--- src/design/scff_pkg.sv ---
// Shared types and constants for the chunk fill framer.
// No dependencies; imported by every module of the block.
package scff_pkg;

  localparam int CHUNK_BYTES_DEF = 32;
  localparam int FILL_BYTES_DEF  = 2;
  localparam int ALIGN_BYTES_DEF = 4;

  localparam int LEAD_W  = 3;  // holds up to seven leading fill bytes
  localparam int TRAIL_W = 2;  // holds up to three padding bytes
  localparam int QUEUE_DEPTH = 2;

  localparam int CFG_IDX_W  = 1;
  localparam int CFG_DATA_W = 8;

  localparam logic [CFG_IDX_W-1:0] CFG_DIRECTION_MODE = 1'd0;
  localparam logic [CFG_IDX_W-1:0] CFG_FILL_VALUE     = 1'd1;

  localparam logic MODE_ENCODE = 1'b0;
  localparam logic MODE_DECODE = 1'b1;

  localparam logic [7:0] FILL_RESET = 8'hFF;

  typedef struct packed {
    logic [7:0] in_byte;
    logic       frame_end;
  } in_item_t;

  typedef struct packed {
    logic [7:0] out_byte;
    logic       byte_valid;
    logic       frame_last;
  } out_item_t;

  typedef struct packed {
    logic [LEAD_W-1:0]  lead;
    logic [7:0]         data;
    logic               data_valid;
    logic [TRAIL_W-1:0] trail;
    logic               last;
  } job_t;

endpackage

--- src/design/scff_front.sv ---
// Front end: accepts input requests, tracks chunk position and length, and
// classifies each request into an expansion job. Depends on scff_pkg.
module scff_front #(
  parameter int CHUNK_BYTES = scff_pkg::CHUNK_BYTES_DEF,
  parameter int FILL_BYTES  = scff_pkg::FILL_BYTES_DEF,
  parameter int ALIGN_BYTES = scff_pkg::ALIGN_BYTES_DEF
) (
  input  logic              clk,
  input  logic              rst_n,
  input  logic              in_valid,
  output logic              in_ready,
  input  scff_pkg::in_item_t in_data,
  input  logic              mode,
  output logic              push_valid,
  output scff_pkg::job_t    push_job,
  input  logic              push_ready
);
  import scff_pkg::*;

  localparam int GROUP = CHUNK_BYTES + FILL_BYTES;
  localparam int PW    = $clog2(GROUP);
  localparam int AW    = (ALIGN_BYTES > 1) ? $clog2(ALIGN_BYTES) : 1;

  logic [PW-1:0] pos_r, pos_nxt;
  logic [AW-1:0] lma_r, lma_nxt;
  logic [PW:0]   pos_inc;
  logic [AW-1:0] lma_inc;
  logic [TRAIL_W-1:0] pad;
  logic          dropped;
  logic          accept;

  assign in_ready = push_ready;
  assign accept   = in_valid & push_ready;
  assign pos_inc  = {1'b0, pos_r} + {{PW{1'b0}}, 1'b1};
  assign dropped  = ({1'b0, pos_r} < (PW+1)'(FILL_BYTES));
  assign lma_inc  = (lma_r == AW'(ALIGN_BYTES - 1)) ? '0 : lma_r + AW'(1);

  always_comb begin
    if (lma_inc == '0) begin
      pad = '0;
    end else begin
      pad = TRAIL_W'(ALIGN_BYTES - int'(lma_inc));
    end
  end

  always_comb begin
    push_job = '0;
    push_job.data = in_data.in_byte;
    push_job.last = in_data.frame_end;
    if (mode == MODE_ENCODE) begin
      push_job.lead       = (pos_r == '0) ? LEAD_W'(FILL_BYTES) : '0;
      push_job.data_valid = 1'b1;
      push_job.trail      = in_data.frame_end ? pad : '0;
      push_valid          = in_valid;
      pos_nxt = (pos_inc >= (PW+1)'(CHUNK_BYTES)) ? '0 : pos_inc[PW-1:0];
      lma_nxt = lma_inc;
    end else begin
      push_job.data_valid = ~dropped;
      if (dropped) begin
        push_job.data = '0;
      end
      push_valid = in_valid & (~dropped | in_data.frame_end);
      pos_nxt = (pos_inc >= (PW+1)'(GROUP)) ? '0 : pos_inc[PW-1:0];
      lma_nxt = '0;
    end
    if (in_data.frame_end) begin
      pos_nxt = '0;
      lma_nxt = '0;
    end
  end

  always_ff @(posedge clk) begin
    if (!rst_n) begin
      pos_r <= '0;
      lma_r <= '0;
    end else if (accept) begin
      pos_r <= pos_nxt;
      lma_r <= lma_nxt;
    end
  end

endmodule

--- src/design/scff_queue.sv ---
// Short job queue between front and back ends.
// Depends on scff_pkg for the job type and depth.
module scff_queue (
  input  logic           clk,
  input  logic           rst_n,
  input  logic           push_valid,
  output logic           push_ready,
  input  scff_pkg::job_t push_job,
  output logic           pop_valid,
  input  logic           pop,
  output scff_pkg::job_t pop_job
);
  import scff_pkg::*;

  localparam int PTR_W = (QUEUE_DEPTH > 1) ? $clog2(QUEUE_DEPTH) : 1;
  localparam int CNT_W = $clog2(QUEUE_DEPTH + 1);

  job_t             mem_r [QUEUE_DEPTH];
  logic [PTR_W-1:0] wr_r, rd_r;
  logic [CNT_W-1:0] cnt_r;
  logic             do_push, do_pop;

  assign push_ready = (cnt_r != CNT_W'(QUEUE_DEPTH));
  assign pop_valid  = (cnt_r != '0);
  assign pop_job    = mem_r[rd_r];
  assign do_push    = push_valid & push_ready;
  assign do_pop     = pop & pop_valid;

  always_ff @(posedge clk) begin
    if (do_push) begin
      mem_r[wr_r] <= push_job;
    end
  end

  always_ff @(posedge clk) begin
    if (!rst_n) begin
      wr_r  <= '0;
      rd_r  <= '0;
      cnt_r <= '0;
    end else begin
      if (do_push) begin
        wr_r <= (wr_r == PTR_W'(QUEUE_DEPTH - 1)) ? '0 : wr_r + PTR_W'(1);
      end
      if (do_pop) begin
        rd_r <= (rd_r == PTR_W'(QUEUE_DEPTH - 1)) ? '0 : rd_r + PTR_W'(1);
      end
      if (do_push && !do_pop) begin
        cnt_r <= cnt_r + CNT_W'(1);
      end else if (do_pop && !do_push) begin
        cnt_r <= cnt_r - CNT_W'(1);
      end
    end
  end

endmodule

--- src/design/scff_back.sv ---
// Back end: expands each job into fill, byte and padding results, one per
// cycle unless the output stalls, through a registered output stage. Depends on scff_pkg.
module scff_back (
  input  logic                clk,
  input  logic                rst_n,
  input  logic [7:0]          fill_value,
  input  logic                pop_valid,
  output logic                pop,
  input  scff_pkg::job_t      pop_job,
  output logic                out_valid,
  input  logic                out_ready,
  output scff_pkg::out_item_t out_data
);
  import scff_pkg::*;

  logic               cur_v_r;
  logic [LEAD_W-1:0]  lead_r;
  logic               pend_r;
  logic [7:0]         data_r;
  logic               dvalid_r;
  logic [TRAIL_W-1:0] trail_r;
  logic               last_r;
  logic               out_valid_r;
  out_item_t          out_data_r, res;
  logic               slot_free, emit, done;

  assign slot_free = ~out_valid_r | out_ready;
  assign emit      = cur_v_r & slot_free;
  assign done      = (lead_r == '0) &&
                     ((pend_r && trail_r == '0) || (!pend_r && trail_r == TRAIL_W'(1)));
  assign pop       = pop_valid & (~cur_v_r | (emit & done));
  assign out_valid = out_valid_r;
  assign out_data  = out_data_r;

  always_comb begin
    res = '0;
    if (lead_r != '0) begin
      res.out_byte   = fill_value;
      res.byte_valid = 1'b1;
    end else if (pend_r) begin
      res.out_byte   = data_r;
      res.byte_valid = dvalid_r;
      res.frame_last = last_r & (trail_r == '0);
    end else begin
      res.out_byte   = fill_value;
      res.byte_valid = 1'b1;
      res.frame_last = last_r & (trail_r == TRAIL_W'(1));
    end
  end

  always_ff @(posedge clk) begin
    if (!rst_n) begin
      cur_v_r     <= 1'b0;
      out_valid_r <= 1'b0;
    end else begin
      if (slot_free) begin
        out_valid_r <= emit;
      end
      if (pop) begin
        cur_v_r <= 1'b1;
      end else if (emit && done) begin
        cur_v_r <= 1'b0;
      end
    end
  end

  always_ff @(posedge clk) begin
    if (emit) begin
      out_data_r <= res;
    end
    if (pop) begin
      lead_r   <= pop_job.lead;
      pend_r   <= 1'b1;
      data_r   <= pop_job.data;
      dvalid_r <= pop_job.data_valid;
      trail_r  <= pop_job.trail;
      last_r   <= pop_job.last;
    end else if (emit) begin
      if (lead_r != '0) begin
        lead_r <= lead_r - LEAD_W'(1);
      end else if (pend_r) begin
        pend_r <= 1'b0;
      end else begin
        trail_r <= trail_r - TRAIL_W'(1);
      end
    end
  end

endmodule

--- src/design/spi_chunk_fill_framer.sv ---
// Top level of the chunk fill framer: configuration registers, front end,
// job queue and back end. Depends on scff_pkg, scff_front, scff_queue, scff_back.
//
//   channel | ports                          | carries
//   in      | in_valid, in_ready, in_data     | one frame byte and its end flag
//   out     | out_valid, out_ready, out_data  | one fill, payload or padding byte
//   cfg     | cfg_we, cfg_index, cfg_data     | direction mode, fill byte
//
// The back end sends one result per cycle unless the output stalls; an input byte
// yields zero to six results, and each job that is queued gives at least one.
// The front end takes a new byte every cycle while the two-entry job queue has room.
// Reset is synchronous, clears position, length, queue and output stage, and restores the configuration defaults.
// A stalled output holds its result and backs up through the queue to in_ready.
module spi_chunk_fill_framer #(
  parameter int CHUNK_BYTES = scff_pkg::CHUNK_BYTES_DEF,
  parameter int FILL_BYTES  = scff_pkg::FILL_BYTES_DEF,
  parameter int ALIGN_BYTES = scff_pkg::ALIGN_BYTES_DEF
) (
  input  logic                                clk,
  input  logic                                rst_n,
  input  logic                                in_valid,
  output logic                                in_ready,
  input  scff_pkg::in_item_t                  in_data,
  output logic                                out_valid,
  input  logic                                out_ready,
  output scff_pkg::out_item_t                 out_data,
  input  logic                                cfg_we,
  input  logic [scff_pkg::CFG_IDX_W-1:0]      cfg_index,
  input  logic [scff_pkg::CFG_DATA_W-1:0]     cfg_data
);
  import scff_pkg::*;

  logic       mode_r;
  logic [7:0] fill_r;
  logic       push_valid, push_ready, pop_valid, pop;
  job_t       push_job, pop_job;

  always_ff @(posedge clk) begin
    if (!rst_n) begin
      mode_r <= MODE_ENCODE;
      fill_r <= FILL_RESET;
    end else if (cfg_we) begin
      case (cfg_index)
        CFG_DIRECTION_MODE: mode_r <= cfg_data[0];
        CFG_FILL_VALUE:     fill_r <= cfg_data[7:0];
        default: ;
      endcase
    end
  end

  scff_front #(
    .CHUNK_BYTES(CHUNK_BYTES),
    .FILL_BYTES (FILL_BYTES),
    .ALIGN_BYTES(ALIGN_BYTES)
  ) u_front (
    .clk       (clk),
    .rst_n     (rst_n),
    .in_valid  (in_valid),
    .in_ready  (in_ready),
    .in_data   (in_data),
    .mode      (mode_r),
    .push_valid(push_valid),
    .push_job  (push_job),
    .push_ready(push_ready)
  );

  scff_queue u_queue (
    .clk       (clk),
    .rst_n     (rst_n),
    .push_valid(push_valid),
    .push_ready(push_ready),
    .push_job  (push_job),
    .pop_valid (pop_valid),
    .pop       (pop),
    .pop_job   (pop_job)
  );

  scff_back u_back (
    .clk       (clk),
    .rst_n     (rst_n),
    .fill_value(fill_r),
    .pop_valid (pop_valid),
    .pop       (pop),
    .pop_job   (pop_job),
    .out_valid (out_valid),
    .out_ready (out_ready),
    .out_data  (out_data)
  );

endmodule
--- config.mk ---
export PLATFORM = sky130hd
export DESIGN_NAME = spi_chunk_fill_framer
export DESIGN_NICKNAME = d
export VERILOG_FILES = /design/src/design/scff_pkg.sv /design/src/design/scff_front.sv /design/src/design/scff_queue.sv /design/src/design/scff_back.sv /design/src/design/spi_chunk_fill_framer.sv
export SDC_FILE = /design/constraint.sdc
export NUM_CORES = 1
export LEC_CHECK = 0
export BUFFER_PORTS_ARGS = -buffer_cell sky130_fd_sc_hd__buf_2
export CAP_MARGIN = 20
export CORE_UTILIZATION = 31
export CTS_CLUSTER_SIZE = 40
export DETAILED_ROUTE_END_ITERATION = 8
export SLEW_MARGIN = 20
export SYNTH_ARGS = -nofsm -noshare
export SYNTH_HDL_FRONTEND = slang
export SYNTH_SLANG_ARGS = --single-unit
--- constraint.sdc ---
create_clock -name clk -period 2.4 [get_ports clk]
set_input_delay 0.72 -clock clk [delete_from_list [all_inputs] [get_ports clk]]
set_output_delay 0.72 -clock clk [all_outputs]
set_load 0.02 [all_outputs]
==> summary.md, run 1 <==
| Metric | Value |
|---|---|
| Status | complete, no violations |
| Post-Synth Adder-Cell Area | 0.0350 |
| Worst hold stages | 2 |
| Worst min path class | register to register |
| Highest metal used | met4 |
| Most frequent cells in the layout | 51 x edfxtp_1, 34 x buf_2, 27 x nand2_1 |
| Placed Cells incl. Taps | 424 |
| Syn avg cell area | 12.4 µm² |
| Worst setup slack after layout | 0.280 ns |
| PwrDens | 1050 nW/µm² |
| Post-synth net total | 291 |
| CTS Hold Buffers Added | 0 |
| Vias/cell | 4.58 |
| Max incr delay on CP | 0.39 ns |
| Initial antenna violation count | 0 |
| Critical Path Stages | 8 |
| Die H | 104 µm |
| Clk_skew | 0.0112 ns |
| H-tree depth | 3 |
| I/O pins | 35 |
| Synth Cell Area | 3220 µm² |
| Final core occ | 0.384 |
| Actual slew at the worst max-slew pin | 0.653 ns |
| CP Max Fanout | 3 |
| Fin cells | 439 |
| Fin nets | 334 |
| Bufs and invs on worst path | 1 |
| R2r startpoint | u_back.lead_r[0] |
| Synthesis-stage register bit count | 76 |
| Final Slew Violations | 0 |
| P_leak | 0.00142 µW |
| Area of placed instances | 3570 µm² |
| I/O Buffers | 34 |
| Final Hold Viols | 0 |
| Largest family of logic cells by synthesized area | simple AND/OR/NAND/NOR gates |
| Maximum number of pins on one net before global-route repair | 22 |
| Full die area | 10800 µm² |
| Initial core utilization | 0.325 |
| Commonest non-fill, non-tap cell in the layout | edfxtp_1 |
| HPWL Detailed | 3.96 mm |
| Sequence of cells on the critical path | inv_1 -> ha_1 -> nand2b_1 -> o31ai_1 -> o21ai_1 -> ha_1 -> or3_1 -> a21boi_0 |
| Layout area overhead | 18.2% |
| Fraction of layout cells with a size suffix above 1 | 0.255 |
| Routed met1 length | 2.69 mm |
| Critical path endpoint | u_queue.cnt_r[1] |
| Relative slew slack | 0.564 |
| RR Endpoint | u_queue.cnt_r[1] |
| Post-route design area | 3810 µm² |
| Fin crit share | 0.883 |
| Arrival time worst endpoint | 2.38 ns |
| Core ar. | 9910 µm² |
| Root buffer cell | clkbuf_8 |
| Drt pass-1 iters | 4 |
| Yosys warning total | 0 |
| Unrepaired setup endpoints after global routing | false |
| Setup TNS | 0 ns |
| Die width | 104 µm |
| Clock tree buffer depth | 2 |
| Routed Antenna Nets | 0 |
| CP max stage cell | edfxtp_1 |
| Critical Path RT | 2.66 ns |
| Final WL | 5.69 mm |
| Post-CTS Setup Repair Bufs | 0 |
| Residual DRC | 0 |
| Gate count of the mapped netlist | 259 |
| Synth Area in Simple Gates | 0.168 |
| Worst setup SP type | register |
| Worst reg-to-reg setup slack | 0.28 ns |
| R2R cell count | 8 |
| Pre-CTS setup slack | 0.143 ns |
| Placer Congestion | 0.771 |
| Vias in the first global route | 1987 |
| Total of max-cap violations | 0 |
| Clock slew at reported path FFs | 0.08 ns |
| Crit path top cell by count | ha_1 |
| Distinct cells, synth | 44 |
| Inserted Diodes | 0 |
| Multiplexer share of the synthesized area | 0.0692 |
| Max Clk Rate | 472 MHz |
| Worst IR Drop VDD | 405 µV |
| Synth Area in XOR/XNOR | 0.0136 |
| Crit path launch | u_back.lead_r[0] |
| # clock sinks | 76 |
| Final setup vio count | 0 |
| GRT overflow | 0 |
| DR WL/cell | 13.0 µm |
| 1st-iter DRT viols | 101 |
| GRT Overall Usage | 0.113 |
| Setup crit end kind | register |
| Crit path kind | register to register |
| Crit path max-delay family | compound AO/OA/AOI/OAI gates |
| Seq/Total Area, Yosys | 0.631 |
| CTS tree | built |
| Met2 WL | 2.62 mm |
| First-pass GRT wire length | 9.50 mm |
| Final Critical Period | 2.12 ns |
| Clk Latency, worst-skew pair | 0.34 ns |
| Total number of vias | 2011 |
| Cell Rows | 36 |
| CTS buffer count | 9 |
| Length of routed met3 wiring | 267 µm |
| Compound-Gate Fraction of Synth Area | 0.0633 |
==> worst register-to-register path, cell delays in order (launching register included) <==
cell,delay (ns)
edfxtp_1,0.39
inv_1,0.09
ha_1,0.17
nand2b_1,0.08
o31ai_1,0.27
o21ai_1,0.14
ha_1,0.35
or3_1,0.35
a21boi_0,0.19
==> state kept, by name, indices dropped and copies added (netlist names), 2 cells and up, named ones only <==
| register | count |
|---|---|
| u_back.trail_r | 2 |
| u_queue.cnt_r | 2 |
| u_queue.mem_r | 26 |
| fill_r | 8 |
| u_back.out_data | 10 |
| u_back.lead_r | 3 |
| u_back.data_r | 8 |
| u_front.pos_r | 6 |
| u_front.lma_r | 2 |
==> kinds of logic after synthesis <==
kind of cell	after synthesis
compound gates	29
xor+xnor	5
fa+ha+maj	9
buf+inv	17
flops	76
mux	20
simple gates	103
==> where the power goes <==
group	switching, µW	total [µW]	internal [µW]
registers	136	1920	1780
clock network	449	1140	688
logic	557	960	403
==> cells in the mapped netlist (all sizes together) <==
cell type,instances,area [µm²]
or4,2,18.8
a211oi,3,22.5
nand4,2,12.5
and4,1,8.76
ha,9,113
buf,1,5.00
a31oi,2,12.5
a21oi,8,40.0
nor2,15,56.3
nor3,2,15.0
edfxtp,51,1530
a22oi,1,7.51
dfxtp,25,500
o21ai,3,15.0
o21a,2,15.0
or2,2,12.5
xor2,1,8.76
clkbuf,7,26.3
inv,9,33.8
nor3b,1,7.51
o31ai,1,7.51
nand2,27,101
mux2,18,203
and2,12,75.1
nand3,15,75.1
nor2b,13,81.3
nor4b,1,8.76
and3b,2,17.5
o22ai,1,20.0
nor4,1,6.26
a21boi,4,30.0
xnor2,4,35.0
mux2i,2,20.0
a32oi,2,17.5
nand2b,5,31.3
or3,2,12.5
o21bai,1,7.51
o2111ai,1,8.76
==> metal layers <==
metal / GRT usage / vias up
li1: - / 1016
met1: 0.141 / 947
met2: 0.177 / 39
met3: 0.0301 / 9
met4: 0.0643 / 0
met5: 0 / -
==> how the worst min path moves through the flow <==
stage	from	to
6_report	fill_r[5]	fill_r[5]
5_1_grt	fill_r[3]	fill_r[3]
4_1_cts	fill_r[5]	fill_r[5]
3_5_place_dp	fill_r[3]	fill_r[3]
3_3_place_gp	fill_r[4]	fill_r[4]
2_1_floorplan	fill_r[1]	fill_r[1]
==> layout make-up <==
type	count	area [µm²]
sequential	76	2030
clock buffer	11	131
tap	133	166
fill	980	6100
inverter	9	33.8
clock inverter	4	98.8
timing repair buffer	40	215
multi-input combinational	166	1130
==> through the flow <==
step / hold WS [ns] / total power [µW]
global route: 0.489 / 4240
global placement: 0.445 / 2870
finish: 0.474 / 4010
floorplan: 0.435 / 2610
CTS: 0.477 / 4060
detailed placement: 0.455 / 2910
==> what timing repair did <==
item	CTS	global route
hold endpoints to repair	0	0
resized for setup	0	1
endpoints found under the setup margin	0	1
(Power assumes the default switching activity.)
==> run 2: changes to the inputs <==
- CORE_UTILIZATION: 31 -> 50
- PLACE_DENSITY: not set -> 0.7
==> run 2 against run 1 <==
- combinational power is 2.7% lower
- via count is 1.7% lower
- sequential share of layout area up 0.73 points
- global-route usage grew 5.4 points
- cell count decreased by 13%
- clock-buffer cell count grew 1
- hold slack got worse by 0.0029 ns
- design area down 1.3%
- worst setup slack worse by 0.031 ns
- power is 0.23% higher
- critical path type unchanged
- largest power group unchanged
- highest routed layer unchanged
==> summary.md, run 2 (synthesis results as in run 1) <==
| Metric | Value |
|---|---|
| Status | complete, no violations |
| Unrepaired setup endpoints after global routing | false |
| PwrDens | 1070 nW/µm² (+1.6%) |
| Residual DRC | 0 (unchanged) |
| Worst reg-to-reg setup slack | 0.25 ns (-0.03 ns) |
| Gates resized, CTS repair | 0 (unchanged) |
| CTS Hold Buffers Added | 0 (unchanged) |
| Drt pass-1 iters | 4 (unchanged) |
| Core ar. | 6060 µm² (-39%) |
| H-tree depth | 3 (unchanged) |
| Vias/cell | 5.16 (+13%) |
| Maximum number of pins on one net before global-route repair | 22 (unchanged) |
| Full die area | 6770 µm² (-37%) |
| R2R cell count | 7 (-1) |
| Clock tree buffer depth | 2 (unchanged) |
| Final WL | 5.10 mm (-10%) |
| Critical path endpoint | u_queue.cnt_r[1] |
| Most frequent cells in the layout | 51 x edfxtp_1, 34 x buf_2, 27 x nand2_1 |
| I/O pins | 35 (unchanged) |
| Post-route design area | 3760 µm² (-1.3%) |
| CP Max Fanout | 7 (+4) |
| Root buffer cell | clkbuf_8 |
| Final Hold Viols | 0 (unchanged) |
| Die H | 82.3 µm (-21%) |
| Fill cell count | 497 (-49%) |
| Clk Latency, worst-skew pair | 0.34 ns (about the same) |
| # clock sinks | 76 (unchanged) |
| RR Endpoint | u_queue.cnt_r[1] |
| Relative slew slack | 0.573 (+0.00873) |
| Area of placed instances | 3510 µm² (-1.8%) |
| Sequence of cells on the critical path | nor4_1 -> nand3_1 -> o21bai_1 -> inv_2 -> ha_1 -> or3_1 -> a21boi_0 |
| R2r startpoint | u_front.pos_r[2] |
| Worst IR Drop VDD | 652 µV (+61%) |
| Reg with most FFs | u_queue.mem_r |
| HPWL Detailed | 3.51 mm (-11%) |
| Worst setup SP type | register |
| Worst min path class | register to register |
| Initial antenna violation count | 0 (unchanged) |
| 1st-iter DRT viols | 50 (-50%) |
| I/O Buffers | 34 (unchanged) |
| Total of max-cap violations | 0 (unchanged) |
| DR WL/cell | 13.3 µm (+2.7%) |
| Clock slew at reported path FFs | 0.08 ns (about the same) |
| Max incr delay on CP | 0.40 ns (about the same) |
| Inserted Diodes | 0 (unchanged) |
| Final Critical Period | 2.15 ns (+0.0306 ns) |
| Final setup vio count | 0 (unchanged) |
| Fin nets | 335 (+0.30%) |
| Min-delay src | fill_r[5] |
| Die width | 82.3 µm (-21%) |
| First-pass GRT wire length | 8.03 mm (-15%) |
| P_leak | 0.00144 µW (+1.2%) |
| Vias in the first global route | 1772 (-11%) |
| Setup TNS | 0 ns (unchanged) |
| Routed Antenna Nets | 0 (unchanged) |
| Fin crit share | 0.896 (+0.0128) |
| CP max stage cell | nor4_1 |
| Crit path kind | register to register |
| Initial core utilization | 0.531 (+0.206) |
| CTS buffer count | 9 (unchanged) |
| Cell Rows | 28 (-22%) |
| Final Slew Violations | 0 (unchanged) |
| GRT Overall Usage | 0.167 (+0.0536) |
| Crit path launch | u_front.pos_r[2] |
| Largest register FFs | 26 (unchanged) |
| Total number of vias | 1977 (-1.7%) |
| Critical Path RT | 2.66 ns (about the same) |
| Max Clk Rate | 465 MHz (-1.4%) |
| Layout area overhead | 16.6% |
| Setup crit end kind | register |
| Commonest non-fill, non-tap cell in the layout | edfxtp_1 |
| Actual slew at the worst max-slew pin | 0.640 ns (-0.0131 ns) |
| Placer Congestion | 0.803 (+4.2%) |
| CTS tree | built |
| Fraction of layout cells with a size suffix above 1 | 0.260 (+0.00484) |
| Post-CTS Setup Repair Bufs | 0 (unchanged) |
| Clk_skew | 0.0102 ns (-0.000946 ns) |
| Arrival time worst endpoint | 2.42 ns (+0.04 ns) |
| GRT overflow | 0 (unchanged) |
## run 2: cell types whose count changed in the layout (fill, tap and decap cells not counted)
cell and change:
buf_4 +1, nor4_2 -1, clkbuf_1 -1, clkbuf_8 +2
nor4_1 +1, clkinv_2 +1, clkinv_4 -1
## run 2: critical path: cells and delay by family, from the launching register on
| family | cells | cell delay [ns] |
|---|---|---|
| compound gates | 2 | 0.41 |
| fa+ha+maj | 1 | 0.32 |
| buf+inv | 1 | 0.08 |
| flops | 1 | 0.36 |
| simple gates | 3 | 0.93 |
## run 2: layout make-up
| cell class | count | area, µm² | share of cell area |
|---|---|---|---|
| clock buffers | 12 | 155 | 0.0413 |
| clock inverters | 4 | 95.1 | 0.0253 |
| well taps | 75 | 93.8 | 0.0250 |
| repair buffers | 41 | 223 | 0.0593 |
| multi-input cells | 166 | 1120 | 0.299 |
| inverters | 9 | 33.8 | 0.00899 |
| flip-flops and latches | 76 | 2030 | 0.541 |
## run 2: routing by layer
metal | share of wire | up-vias | GRT usage
met5 | 0 | - | 0
li1 | - | 1013 | -
met4 | 0.014 | 0 | 0.0684
met1 | 0.49 | 921 | 0.204
met2 | 0.46 | 38 | 0.264
met3 | 0.042 | 5 | 0.0626
## run 2: worst min-delay path by stage
stage                     end  depth (start not counted)  slack, ns
global placement    fill_r[7]                          2       0.45
detailed placement  fill_r[4]                          2       0.46
global route        fill_r[5]                          2       0.50
finish              fill_r[5]                          2       0.47
CTS                 fill_r[0]                          2       0.48
floorplan           fill_r[1]                          2       0.43
## run 2: per-stage QoR
step / power [µW] / setup slack, ns / instances / utilization / hold WS (ns)
floorplan: 2610 / 0.157 / 259 / - / 0.435
global placement: 2860 / 0.208 / 367 / 0.578 / 0.447
detailed placement: 2880 / 0.165 / 367 / 0.578 / 0.455
CTS: 4060 / 0.262 / 383 / 0.620 / 0.477
global route: 4230 / 0.0759 / 383 / 0.620 / 0.501
finish: 4020 / 0.249 / 383 / 0.620 / 0.471
## run 2: power breakdown
group,total [µW],leakage (µW),switching [µW],internal (µW)
logic,934,0.000639,530,404
registers,1920,0.000672,136,1780
clock network,1170,0.000127,426,746
total,4020,0.00144,1090,2930
